**config.mk**
```make
export PLATFORM = sky130hd
export DESIGN_NAME = contiguous_block_allocator_compactor
export DESIGN_NICKNAME = d
export VERILOG_FILES = /design/src/cbac_pkg.sv /design/src/contiguous_block_allocator_compactor.sv
export SDC_FILE = /design/constraint.sdc
export NUM_CORES = 1
export LEC_CHECK = 0
export ABC_CLOCK_PERIOD_IN_PS = 10600
export BUFFER_PORTS_ARGS = -buffer_cell sky130_fd_sc_hd__buf_4
export CAP_MARGIN = 20
export CORE_AREA = 2 2 162 164
export DETAILED_ROUTE_END_ITERATION = 10
export DIE_AREA = 0 0 164 166
export PLACE_DENSITY_LB_ADDON = 0.3
export REMOVE_ABC_BUFFERS = 1
export SETUP_SLACK_MARGIN = 0.05
export SYNTH_ARGS = -nofsm -noshare
export SYNTH_HDL_FRONTEND = slang
export SYNTH_SLANG_ARGS = --single-unit
```
**constraint.sdc**
```tcl
create_clock -name clk_i -period 10.6 [get_ports clk_i]
set_input_delay 2.12 -clock clk_i [delete_from_list [all_inputs] [get_ports clk_i]]
set_output_delay 2.12 -clock clk_i [all_outputs]
set_load 0.02 [all_outputs]
```
**src/cbac_pkg.sv**
```systemverilog
// Package for the contiguous block allocator with compaction.
// Holds the table sizes, the command and result item types and the controller states.
// No dependencies.
package cbac_pkg;

  // Table geometry.
  localparam int unsigned SLOTS   = 32;
  localparam int unsigned ID_BITS = 8;
  localparam int unsigned ID_W    = ID_BITS;
  localparam int unsigned SLOT_W  = (SLOTS > 1) ? $clog2(SLOTS) : 1;
  localparam int unsigned CNT_W   = $clog2(SLOTS + 1);

  // Fixed field widths of the items.
  localparam int unsigned OP_W    = 2;
  localparam int unsigned OWNER_W = 8;
  localparam int unsigned START_W = 5;
  localparam int unsigned LEN_W   = 6;

  // Width wide enough for start + length and for the slot count.
  localparam int unsigned SUM_W   = ((CNT_W > LEN_W) ? CNT_W : LEN_W) + 1;

  // Command codes.
  typedef enum logic [OP_W-1:0] {
    OP_INSERT  = 2'd0,
    OP_DELETE  = 2'd1,
    OP_COMPACT = 2'd2,
    OP_READ    = 2'd3
  } opcode_e;

  // Controller states.
  typedef enum logic [2:0] {
    ST_IDLE,
    ST_INSERT,
    ST_SWEEP,
    ST_CLEAR,
    ST_READ,
    ST_RESP
  } state_e;

  // One command item.
  typedef struct packed {
    opcode_e              opcode;
    logic [OWNER_W-1:0]   owner_id;
    logic [START_W-1:0]   start_slot;
    logic [LEN_W-1:0]     run_length;
  } cmd_t;

  // One result item.
  typedef struct packed {
    logic                 status;
    logic [OWNER_W-1:0]   slot_owner;
  } rsp_t;

endpackage

```
**src/contiguous_block_allocator_compactor.sv**
```systemverilog
// Contiguous slot allocator with compaction: controller and slot table memory.
// Depends on cbac_pkg for sizes, item types, opcodes and states.
//
// Usage: commands arrive on the in_* channel (valid/stall) and each gives exactly one
// result item on the out_* channel (valid/stall). An item is taken at a clock edge where
// valid is high and stall is low.
// The slot table sits in one synchronous memory with a registered read; a valid bit per
// slot makes every slot read as free straight after reset, so no clearing pass is needed.
// Work per command, from acceptance to result in the output register:
//   insert: one write per cycle, one per slot of the run (none when rejected or empty);
//   read: one memory read;
//   delete: a read-modify-write sweep over every slot;
//   compact: the same sweep plus a clear step (ST_CLEAR) that frees the tail.
// The memory port pair (one read, one write per cycle) sets the sweep length.
// One command is worked at a time; in_stall_o is high while a command is in progress.
// The result is held in an output register, so a new command is accepted while the
// previous result still waits. If the receiver stalls and that register is full, the
// next result waits in the controller until the register frees.
// Reset (rst_ni low) empties the table and drops any command or result in flight.
module contiguous_block_allocator_compactor
  import cbac_pkg::*;
(
  input  logic clk_i,
  input  logic rst_ni,
  input  logic in_valid_i,
  output logic in_stall_o,
  input  cmd_t in_data_i,
  output logic out_valid_o,
  input  logic out_stall_i,
  output rsp_t out_data_o
);

  // Controller registers.
  state_e              state_q, state_d;
  opcode_e             op_q, op_d;
  logic [ID_W-1:0]     id_q, id_d;
  logic [CNT_W-1:0]    cnt_q, cnt_d;
  logic [CNT_W-1:0]    end_q, end_d;
  logic [CNT_W-1:0]    wptr_q, wptr_d;
  logic                rdok_q, rdok_d;
  rsp_t                res_q, res_d;
  rsp_t                out_q;
  logic                out_valid_q;

  // Memory and valid bits.
  logic [ID_W-1:0]     mem [SLOTS];
  logic [SLOTS-1:0]    valid_q;
  logic [ID_W-1:0]     rd_data_q;
  logic                rd_vld_q;
  logic                wr_en;
  logic [SLOT_W-1:0]   wr_addr;
  logic [ID_W-1:0]     wr_data;
  logic                rd_en;
  logic [SLOT_W-1:0]   rd_addr;
  logic                clr_en;
  logic [SLOTS-1:0]    keep_mask;

  // Helpers.
  logic                in_accept;
  logic [SUM_W-1:0]    run_end;
  logic                run_ovf;
  logic                rd_in_range;
  logic [ID_W-1:0]     rd_owner;
  logic [SLOT_W-1:0]   proc_addr;
  logic                out_load;

  assign in_accept   = in_valid_i && (state_q == ST_IDLE);
  assign in_stall_o  = (state_q != ST_IDLE);
  assign out_valid_o = out_valid_q;
  assign out_data_o  = out_q;

  // Range checks on the incoming command.
  assign run_end     = SUM_W'(in_data_i.start_slot) + SUM_W'(in_data_i.run_length);
  assign run_ovf     = run_end > SUM_W'(SLOTS);
  assign rd_in_range = SUM_W'(in_data_i.start_slot) < SUM_W'(SLOTS);

  // A slot that has not been written since reset reads as free.
  assign rd_owner  = rd_vld_q ? rd_data_q : '0;
  assign proc_addr = SLOT_W'(cnt_q - CNT_W'(1));

  // Slots at or beyond the compaction write pointer are freed after the sweep.
  always_comb begin
    for (int i = 0; i < SLOTS; i++) begin
      keep_mask[i] = CNT_W'(i) < wptr_q;
    end
  end

  // Next state.
  always_comb begin
    state_d = state_q;
    case (state_q)
      ST_IDLE: begin
        if (in_valid_i) begin
          case (in_data_i.opcode)
            OP_INSERT: begin
              if (run_ovf || (in_data_i.run_length == '0)) begin
                state_d = ST_RESP;
              end else begin
                state_d = ST_INSERT;
              end
            end
            OP_DELETE:  state_d = ST_SWEEP;
            OP_COMPACT: state_d = ST_SWEEP;
            OP_READ:    state_d = ST_READ;
            default:    state_d = ST_RESP;
          endcase
        end
      end
      ST_INSERT: begin
        if ((cnt_q + CNT_W'(1)) == end_q) begin
          state_d = ST_RESP;
        end
      end
      ST_SWEEP: begin
        if (cnt_q == CNT_W'(SLOTS)) begin
          state_d = (op_q == OP_COMPACT) ? ST_CLEAR : ST_RESP;
        end
      end
      ST_CLEAR: state_d = ST_RESP;
      ST_READ:  state_d = ST_RESP;
      ST_RESP: begin
        if (!out_valid_q || !out_stall_i) begin
          state_d = ST_IDLE;
        end
      end
      default: state_d = ST_IDLE;
    endcase
  end

  // Datapath control and register updates per state.
  always_comb begin
    op_d     = op_q;
    id_d     = id_q;
    cnt_d    = cnt_q;
    end_d    = end_q;
    wptr_d   = wptr_q;
    rdok_d   = rdok_q;
    res_d    = res_q;
    wr_en    = 1'b0;
    wr_addr  = cnt_q[SLOT_W-1:0];
    wr_data  = id_q;
    rd_en    = 1'b0;
    rd_addr  = cnt_q[SLOT_W-1:0];
    clr_en   = 1'b0;
    out_load = 1'b0;
    case (state_q)
      ST_IDLE: begin
        if (in_accept) begin
          op_d   = in_data_i.opcode;
          id_d   = ID_W'(in_data_i.owner_id);
          end_d  = CNT_W'(run_end);
          wptr_d = '0;
          rdok_d = rd_in_range;
          res_d.status     = (in_data_i.opcode == OP_INSERT) && run_ovf;
          res_d.slot_owner = '0;
          if (in_data_i.opcode == OP_INSERT) begin
            cnt_d = CNT_W'(in_data_i.start_slot);
          end else begin
            cnt_d = '0;
          end
          rd_en   = (in_data_i.opcode == OP_READ);
          rd_addr = SLOT_W'(in_data_i.start_slot);
        end
      end
      ST_INSERT: begin
        // One slot of the run per cycle.
        wr_en   = 1'b1;
        wr_addr = cnt_q[SLOT_W-1:0];
        wr_data = id_q;
        cnt_d   = cnt_q + CNT_W'(1);
      end
      ST_SWEEP: begin
        // Read slot cnt while the slot read last cycle is processed.
        if (cnt_q < CNT_W'(SLOTS)) begin
          rd_en   = 1'b1;
          rd_addr = cnt_q[SLOT_W-1:0];
        end
        if (cnt_q != '0) begin
          if (op_q == OP_DELETE) begin
            if (rd_owner == id_q) begin
              wr_en   = 1'b1;
              wr_addr = proc_addr;
              wr_data = '0;
            end
          end else if (rd_owner != '0) begin
            // The write pointer never passes the slot being read.
            wr_en   = 1'b1;
            wr_addr = wptr_q[SLOT_W-1:0];
            wr_data = rd_owner;
            wptr_d  = wptr_q + CNT_W'(1);
          end
        end
        cnt_d = cnt_q + CNT_W'(1);
      end
      ST_CLEAR: begin
        clr_en = 1'b1;
      end
      ST_READ: begin
        res_d.slot_owner = rdok_q ? OWNER_W'(rd_owner) : '0;
      end
      ST_RESP: begin
        out_load = !out_valid_q || !out_stall_i;
      end
      default: begin
        out_load = 1'b0;
      end
    endcase
  end

  // Controller state.
  always_ff @(posedge clk_i or negedge rst_ni) begin
    if (!rst_ni) begin
      state_q <= ST_IDLE;
    end else begin
      state_q <= state_d;
    end
  end

  // Command and work registers.
  always_ff @(posedge clk_i) begin
    op_q   <= op_d;
    id_q   <= id_d;
    cnt_q  <= cnt_d;
    end_q  <= end_d;
    wptr_q <= wptr_d;
    rdok_q <= rdok_d;
    res_q  <= res_d;
  end

  // Output register.
  always_ff @(posedge clk_i or negedge rst_ni) begin
    if (!rst_ni) begin
      out_valid_q <= 1'b0;
    end else if (out_load) begin
      out_valid_q <= 1'b1;
    end else if (out_valid_q && !out_stall_i) begin
      out_valid_q <= 1'b0;
    end
  end

  always_ff @(posedge clk_i) begin
    if (out_load) begin
      out_q <= res_q;
    end
  end

  // Slot table memory: one write and one registered read per cycle.
  always_ff @(posedge clk_i) begin
    if (wr_en) begin
      mem[wr_addr] <= wr_data;
    end
    if (rd_en) begin
      rd_data_q <= mem[rd_addr];
    end
  end

  // Per-slot valid bits; reset frees every slot at once.
  always_ff @(posedge clk_i or negedge rst_ni) begin
    if (!rst_ni) begin
      valid_q  <= '0;
      rd_vld_q <= 1'b0;
    end else begin
      if (clr_en) begin
        valid_q <= valid_q & keep_mask;
      end else if (wr_en) begin
        valid_q[wr_addr] <= 1'b1;
      end
      if (rd_en) begin
        rd_vld_q <= valid_q[rd_addr];
      end
    end
  end

endmodule
```
==> results.sh, run 1 <==
export IMPL_status="finished clean"
export IMPL_setup_tns_ps=0
export IMPL_r2r_end="mem[20][5]$_DFFE_PP_"
export IMPL_synth_fa_ha_area_share_pct=1.13
export IMPL_cts_hold_buf=0
export IMPL_synth_top_family_by_area="multiplexers"
export IMPL_pin_count=36
export IMPL_cts_root_buffer="clkbuf_16"
export IMPL_path_cells="buf_4 > nor4b_4 > buf_4 > mux2i_4 > buf_4 > buf_16 > mux4_2 > mux2i_1 > a32oi_1 > and3_1"
export IMPL_routed_wl_um=35200
export IMPL_synthMuxAreaShare_pct=11.0
export IMPL_pre_cts_slack_ps=4350
export IMPL_synth_compound_gate_area_share_pct=7.71
export IMPL_period_needed_ps=5440
export IMPL_reg2regPathDepth=7
export IMPL_cts_resized=0
export IMPL_reg2reg_slack_ps=5270
export IMPL_final_antenna_net_count=0
export IMPL_dp_cells=1310
export IMPL_startpoint_type="input port"
export IMPL_hold_path_class="reg2reg"
export IMPL_busiest_layer="met2"
export IMPL_worstSkewPairLatency_ps=520
export IMPL_grt_pass1_vias=8866
export IMPL_p_per_area_mw_per_mm2=278
export IMPL_worst_path_max_fanout=38
export IMPL_cts_buffer_depth=3
export IMPL_timing_final_ws_setup_ps=5160
export IMPL_synth_edf_count=310
export IMPL_grt_use_met2_pct=41.1
export IMPL_die_x_um=164
export IMPL_syn_inst=981
export IMPL_reg2reg_from="state_q[1]$_DFFE_PN0P_"
export IMPL_drive_above_1_share_pct=17.3
export IMPL_routabilityCongestion=0.870
export IMPL_final_util_pct=66.1
export IMPL_drtPass1Iterations=5
export IMPL_grt_max_degree=73
export IMPL_met1_usage_pct=37.2
export IMPL_cts_tree="built"
export IMPL_cts_sinks=347
export IMPL_die_area_mm2=0.0272
export IMPL_cts_htree_levels=2
export IMPL_final_instance_count_excl_fill=1380
export IMPL_coreArea_mm2=0.0256
export IMPL_dp_hpwl_um=21600
export IMPL_path_class="in2reg"
export IMPL_ys_seq_elements=347
export IMPL_gr_total_overflow=0
export IMPL_slew_violations=0
export IMPL_grt_pass1_wl_um=53200
export IMPL_fmax_mhz=184
export IMPL_syn_area_mm2=0.0150
export IMPL_hold_path_depth=0
export IMPL_cts_buffers=36
export IMPL_worst_slew_pin_slew_ps=1130
export IMPL_area_growth_pct=12.6
export IMPL_total_leakage_power_uw=0.00571
export IMPL_maxSlewHeadroom_pct=24.7
export IMPL_synth_async_reset_ratio_pct=10.7
export IMPL_core_rowCount=59
export IMPL_cp_slowest_cell="mux2i_4"
export IMPL_cts_setup_buffers=0
export IMPL_critical_path_max_stage_delay_ps=870
export IMPL_synthFlopType="edfxtp_1"
export IMPL_crit_end="rd_data_q[0]$_DFFE_PP_"
export IMPL_yosysWarningCount=0
export IMPL_maxCapViolCount=0
export IMPL_worst_setup_path_end_kind="register"
export IMPL_drt_iter0_markers=1085
export IMPL_hold_viol=0
export IMPL_critPathLaunch="in_valid_i"
export IMPL_antenna_found_initial=0
export IMPL_drc=0
export IMPL_crit_top_cell="buf_4"
export IMPL_fin_skew_ps=17.8
export IMPL_timing_hold_ws_ps=420
export IMPL_die_h_um=166
export IMPL_clk_pin_slew_ps=60
export IMPL_wl_per_cell_um=25.5
export IMPL_peakVddDrop_v=0.000175
export IMPL_required_ps=10870
export IMPL_via_count=9141
export IMPL_met3_usage_pct=4.67
export IMPL_fin_nets=1060
export IMPL_grtUsageTotal_pct=26.1
export IMPL_rsz0062_at_grt="false"
export IMPL_crit_arrival_ps=5710
export IMPL_finalSetupViolCount=0
export IMPL_period_share_pct=51.3
export IMPL_synth_xor_area_share_pct=1.22
export IMPL_yosysUniqueCellTypes=73
export IMPL_syn_avg_cell_area_um2=15.3
export IMPL_synth_seq_area_share_pct=68.1
export IMPL_start_util_pct=58.7
export IMPL_io_buffers=35
export IMPL_vias_per_cell=6.62
export IMPL_antennaDiodeCount=0
export IMPL_synthSimpleGateAreaFrac_pct=8.90
-- routing by layer --
layer,vias to the layer above,part of all wire (%)
met5,-,0
met4,0,3.3
met3,92,8.9
met2,491,48
met1,4625,40
li1,3933,-
-- per-stage QoR --
step | instance area [um^2] | power [uW]
global route | 16900 | 4900
finish | 16900 | 4700
floorplan | 14800 | 3030
global placement | 15600 | 3410
CTS | 16700 | 4650
detailed placement | 15600 | 3450
-- cell usage in the layout, fill, tap and decap left out, types with 6 or more instances in the layout --
cell type and n:
nand3_1 46, clkbuf_16 36, dfrtp_1 37, a21oi_1 23, a21o_1 6, o22ai_1 7, nor2_1 63, mux2i_1 10
edfxtp_1 310, buf_16 7, and2_1 15, clkbuf_1 10, mux4_2 66, buf_4 42, inv_1 22, nor2b_1 8
xnor2_1 13, and3_1 14, nand2_1 85, o21ai_0 59, a22o_1 9, xor2_1 8, a32oi_1 10, ha_1 12
a211oi_1 6
-- flip-flops by register name, indices dropped and copies added, names as in the netlist, 3 cells and up --
signal      cells
mem           256
valid_q        32
out_data_o      9
res_q           9
id_q            8
rd_data_q       8
cnt_q           6
end_q           6
wptr_q          6
state_q         3
-- worst max-delay path: cells and delay by family --
| family | cells | cell delay, ps |
|---|---|---|
| simple gates | 2 | 360 |
| buf+inv | 4 | 1310 |
| mux | 3 | 1800 |
| compound gates | 1 | 80 |
-- final cells by class --
class / count / area (um^2)
fill: 1709 / 8690
timing repair buffer: 52 / 546
tap: 335 / 419
clock inverter: 14 / 154
clock buffer: 47 / 952
multi-input combinational: 563 / 4540
sequential: 347 / 10200
inverter: 22 / 82.6
-- Yosys cell counts, types with 7 or more instances --
cell	instances	area (um^2)
edfxtp_1	310	9310
nand2_1	85	319
mux4_2	66	1490
nor2_1	63	236
o21ai_0	59	295
nand3_1	46	230
dfrtp_1	37	926
clkbuf_1	27	101
a21oi_1	23	115
inv_1	22	82.6
and2_1	15	93.8
and3_1	14	87.6
mux2i_1	13	130
xnor2_1	13	114
buf_2	12	60.1
ha_1	12	150
a32oi_1	10	87.6
a22o_1	9	78.8
nor2b_1	8	50.1
xor2_1	8	70.1
o22ai_1	7	43.8
-- cells by family (layout without fill, tap and decap cells) --
family                   count (synthesis)  after routing
adder cells (fa/ha/maj)                 13             13
AO/OA/AOI/OAI                          173            173
buffers and inverters                   71            135
AND/OR/NAND/NOR                        274            274
multiplexers                            82             82
XOR/XNOR                                21             21
flip-flops                             347            347
-- where the power goes --
group          total (uW)  switching (uW)  internal (uW)
Clock                1210             502            706
Sequential           1880             141           1740
Combinational        1610             969            637
Total                4700            1610           3090
-- how the worst min path moves through the flow --
stage	from	end	slack (ps)
after floorplan	res_q[0]$_SDFFCE_PN0P_	out_data_o[0]$_DFFE_PP_	400
after global placement	res_q[2]$_SDFFCE_PN0P_	out_data_o[2]$_DFFE_PP_	400
after detailed placement	res_q[2]$_SDFFCE_PN0P_	out_data_o[2]$_DFFE_PP_	400
after CTS	res_q[6]$_SDFFCE_PN0P_	out_data_o[6]$_DFFE_PP_	420
after global routing	res_q[4]$_SDFFCE_PN0P_	out_data_o[4]$_DFFE_PP_	440
final	res_q[2]$_SDFFCE_PN0P_	out_data_o[2]$_DFFE_PP_	420
Power figures use the tool's default switching activity.
==> run 2, diff against run 1 <==
--- a/config.mk
+++ b/config.mk
@@ -5,12 +5,12 @@
 export SDC_FILE = /design/constraint.sdc
 export NUM_CORES = 1
 export LEC_CHECK = 0
-export ABC_CLOCK_PERIOD_IN_PS = 10600
+export ABC_CLOCK_PERIOD_IN_PS = 4500
 export BUFFER_PORTS_ARGS = -buffer_cell sky130_fd_sc_hd__buf_4
 export CAP_MARGIN = 20
-export CORE_AREA = 2 2 162 164
+export CORE_AREA = 2 2 167 169
 export DETAILED_ROUTE_END_ITERATION = 10
-export DIE_AREA = 0 0 164 166
+export DIE_AREA = 0 0 169 171
 export PLACE_DENSITY_LB_ADDON = 0.3
 export REMOVE_ABC_BUFFERS = 1
 export SETUP_SLACK_MARGIN = 0.05
==> constraint.sdc (replaced) <==
create_clock -name clk_i -period 4.5 [get_ports clk_i]
set_input_delay 0.9 -clock clk_i [delete_from_list [all_inputs] [get_ports clk_i]]
set_output_delay 0.9 -clock clk_i [all_outputs]
set_load 0.02 [all_outputs]
==> results.sh, run 2 (synthesized netlist as in run 1, its figures left out) <==
export IMPL_regMostFlops="mem"
export IMPL_fmax_mhz=247
export IMPL_cts_resized=0
export IMPL_grtUsageTotal_pct=24.9
export IMPL_start_util_pct=55.0
export IMPL_largest_reg_flops=256
export IMPL_seqPwrFrac_pct=38.5
export IMPL_dp_hpwl_um=22200
export IMPL_worst_setup_path_end_kind="register"
export IMPL_clk_pin_slew_ps=60
export IMPL_reg2regPathDepth=8
export IMPL_antenna_found_initial=1
export IMPL_worst_slew_pin_slew_ps=914
export IMPL_core_rowCount=61
export IMPL_cts_setup_buffers=0
export IMPL_mostFrequentLayoutCells="edfxtp_1 (310), buf_4 (92), nand2_1 (85), mux4_2 (66), nor2_1 (63)"
export IMPL_routabilityCongestion=0.891
export IMPL_via_count=9266
export IMPL_mostFrequentLayoutCell="edfxtp_1"
export IMPL_worst_path_max_fanout=14
export IMPL_final_antenna_net_count=0
export IMPL_fin_nets=1108
export IMPL_switching_share_pct=34.4
export IMPL_cts_sinks=347
export IMPL_startpoint_type="register"
export IMPL_cts_tree="built"
export IMPL_maxCapViolCount=0
export IMPL_status="finished clean"
export IMPL_required_ps=4730
export IMPL_worstSkewPairLatency_ps=530
export IMPL_cts_root_buffer="clkbuf_16"
export IMPL_finalSetupViolCount=0
export IMPL_period_share_pct=89.9
export IMPL_largestRegisters="mem (256), valid_q (32)"
export IMPL_wl_per_cell_um=24.5
export IMPL_antennaDiodeCount=0
export IMPL_area_growth_pct=14.9
export IMPL_gr_total_overflow=0
export IMPL_p_int_uw=7390
export IMPL_fin_skew_ps=19.7
export IMPL_clkPwrFrac_pct=26.2
export IMPL_io_buffers=35
export IMPL_vias_per_cell=6.41
export IMPL_post_dp_cell_area_mm2=0.0160
export IMPL_hold_path_class="in2async"
export IMPL_crit_arrival_ps=4270
export IMPL_rsz0062_at_grt="false"
export IMPL_hold_viol=0
export IMPL_postLayoutCellArea_mm2=0.0173
export IMPL_drive_above_1_share_pct=21.4
export IMPL_routed_wl_um=35400
export IMPL_cts_hold_buf=0
export IMPL_power_net_switching_uw=3870
export IMPL_reg2reg_slack_ps=460
export IMPL_coreArea_mm2=0.0273
export IMPL_path_class="reg2reg"
export IMPL_reg2reg_from="rd_vld_q$_DFFE_PN0P_"
export IMPL_die_area_mm2=0.0289
export IMPL_total_leakage_power_uw=0.00596
export IMPL_cts_buffers=37
export IMPL_p_comb_share_pct=35.3
export IMPL_p_per_area_mw_per_mm2=652
export IMPL_peakVddDrop_v=0.000381
export IMPL_slew_violations=0
export IMPL_grt_max_degree=75
export IMPL_die_h_um=171
export IMPL_drc=0
export IMPL_pin_count=36
export IMPL_grt_pass1_vias=8888
export IMPL_finalPower_uw=11300
export IMPL_grt_pass1_wl_um=53800
export IMPL_drt_iter0_markers=1047
export IMPL_cts_buffer_depth=3
export IMPL_maxSlewHeadroom_pct=38.4
export IMPL_period_needed_ps=4040
export IMPL_r2r_end="mem[21][5]$_DFFE_PP_"
export IMPL_drtPass1Iterations=5
export IMPL_cts_htree_levels=2
export IMPL_die_x_um=169
-- run 2: cell types whose count changed in the layout (fill, tap and decap cells not counted), sizes merged --
cell,delta
clkbuf,-1
clkinvlp,+2
buf,+46
clkinv,+7
-- run 2: power by group through the flow --
stage,logic (uW),registers [uW],clock network [uW]
floorplan,2580,4400,0
global placement,3840,4380,0
detailed placement,3870,4390,0
CTS,3920,4330,3000
global route,4250,4370,3130
finish,3970,4340,2950
-- run 2: cell type report --
| class | count | area, um^2 |
|---|---|---|
| clock buffer | 45 | 977 |
| clock inverter | 23 | 215 |
| fill | 1925 | 10000 |
| inverter | 22 | 82.6 |
| multi-input combinational | 563 | 4540 |
| sequential | 347 | 10200 |
| tap | 346 | 433 |
| timing repair buffer | 99 | 798 |
-- run 2: stage by stage --
step           utilization, %  cells  TNS [ps]  hold WS, ps  worst slack, ps
2_1_floorplan               -    932    -44720          400            -5130
3_3_place_gp             58.6   1372         0          401              774
3_5_place_dp             58.6   1372         0          405              739
4_1_cts                  63.0   1440         0          344              669
5_1_grt                  63.2   1445         0          367              354
6_report                 63.2   1445         0          345              456
-- run 2: worst max-delay path: stages, from the launching register on --
cell and delay (ps):
dfrtp_1 610, inv_1 200, a211oi_1 680, o2bb2ai_1 180, a22oi_1 120, a311oi_1 610, nand3_1 590, nor2_1 480
buf_4 250
-- run 2: metal layers --
layer / up-vias / share of wire [%] / track usage [%]
li1: 4033 / - / -
met1: 4594 / 40 / 35.8
met2: 560 / 47 / 39.4
met3: 79 / 9.8 / 4.19
met4: 0 / 3.0 / 8.10
met5: - / 0 / 0
-- run 2: worst max path at each step --
stage                         start                     end  slack (ps)  cells after the start
6_report       rd_vld_q$_DFFE_PN0P_    mem[21][5]$_DFFE_PP_         460                      8
5_1_grt        rd_vld_q$_DFFE_PN0P_    mem[21][5]$_DFFE_PP_         350                      8
4_1_cts        rd_vld_q$_DFFE_PN0P_    mem[21][5]$_DFFE_PP_         670                      8
3_5_place_dp   rd_vld_q$_DFFE_PN0P_    mem[21][0]$_DFFE_PP_         740                      8
3_3_place_gp             in_valid_i  rd_data_q[0]$_DFFE_PP_         770                      9
2_1_floorplan            in_valid_i    rd_vld_q$_DFFE_PN0P_       -5130                      7
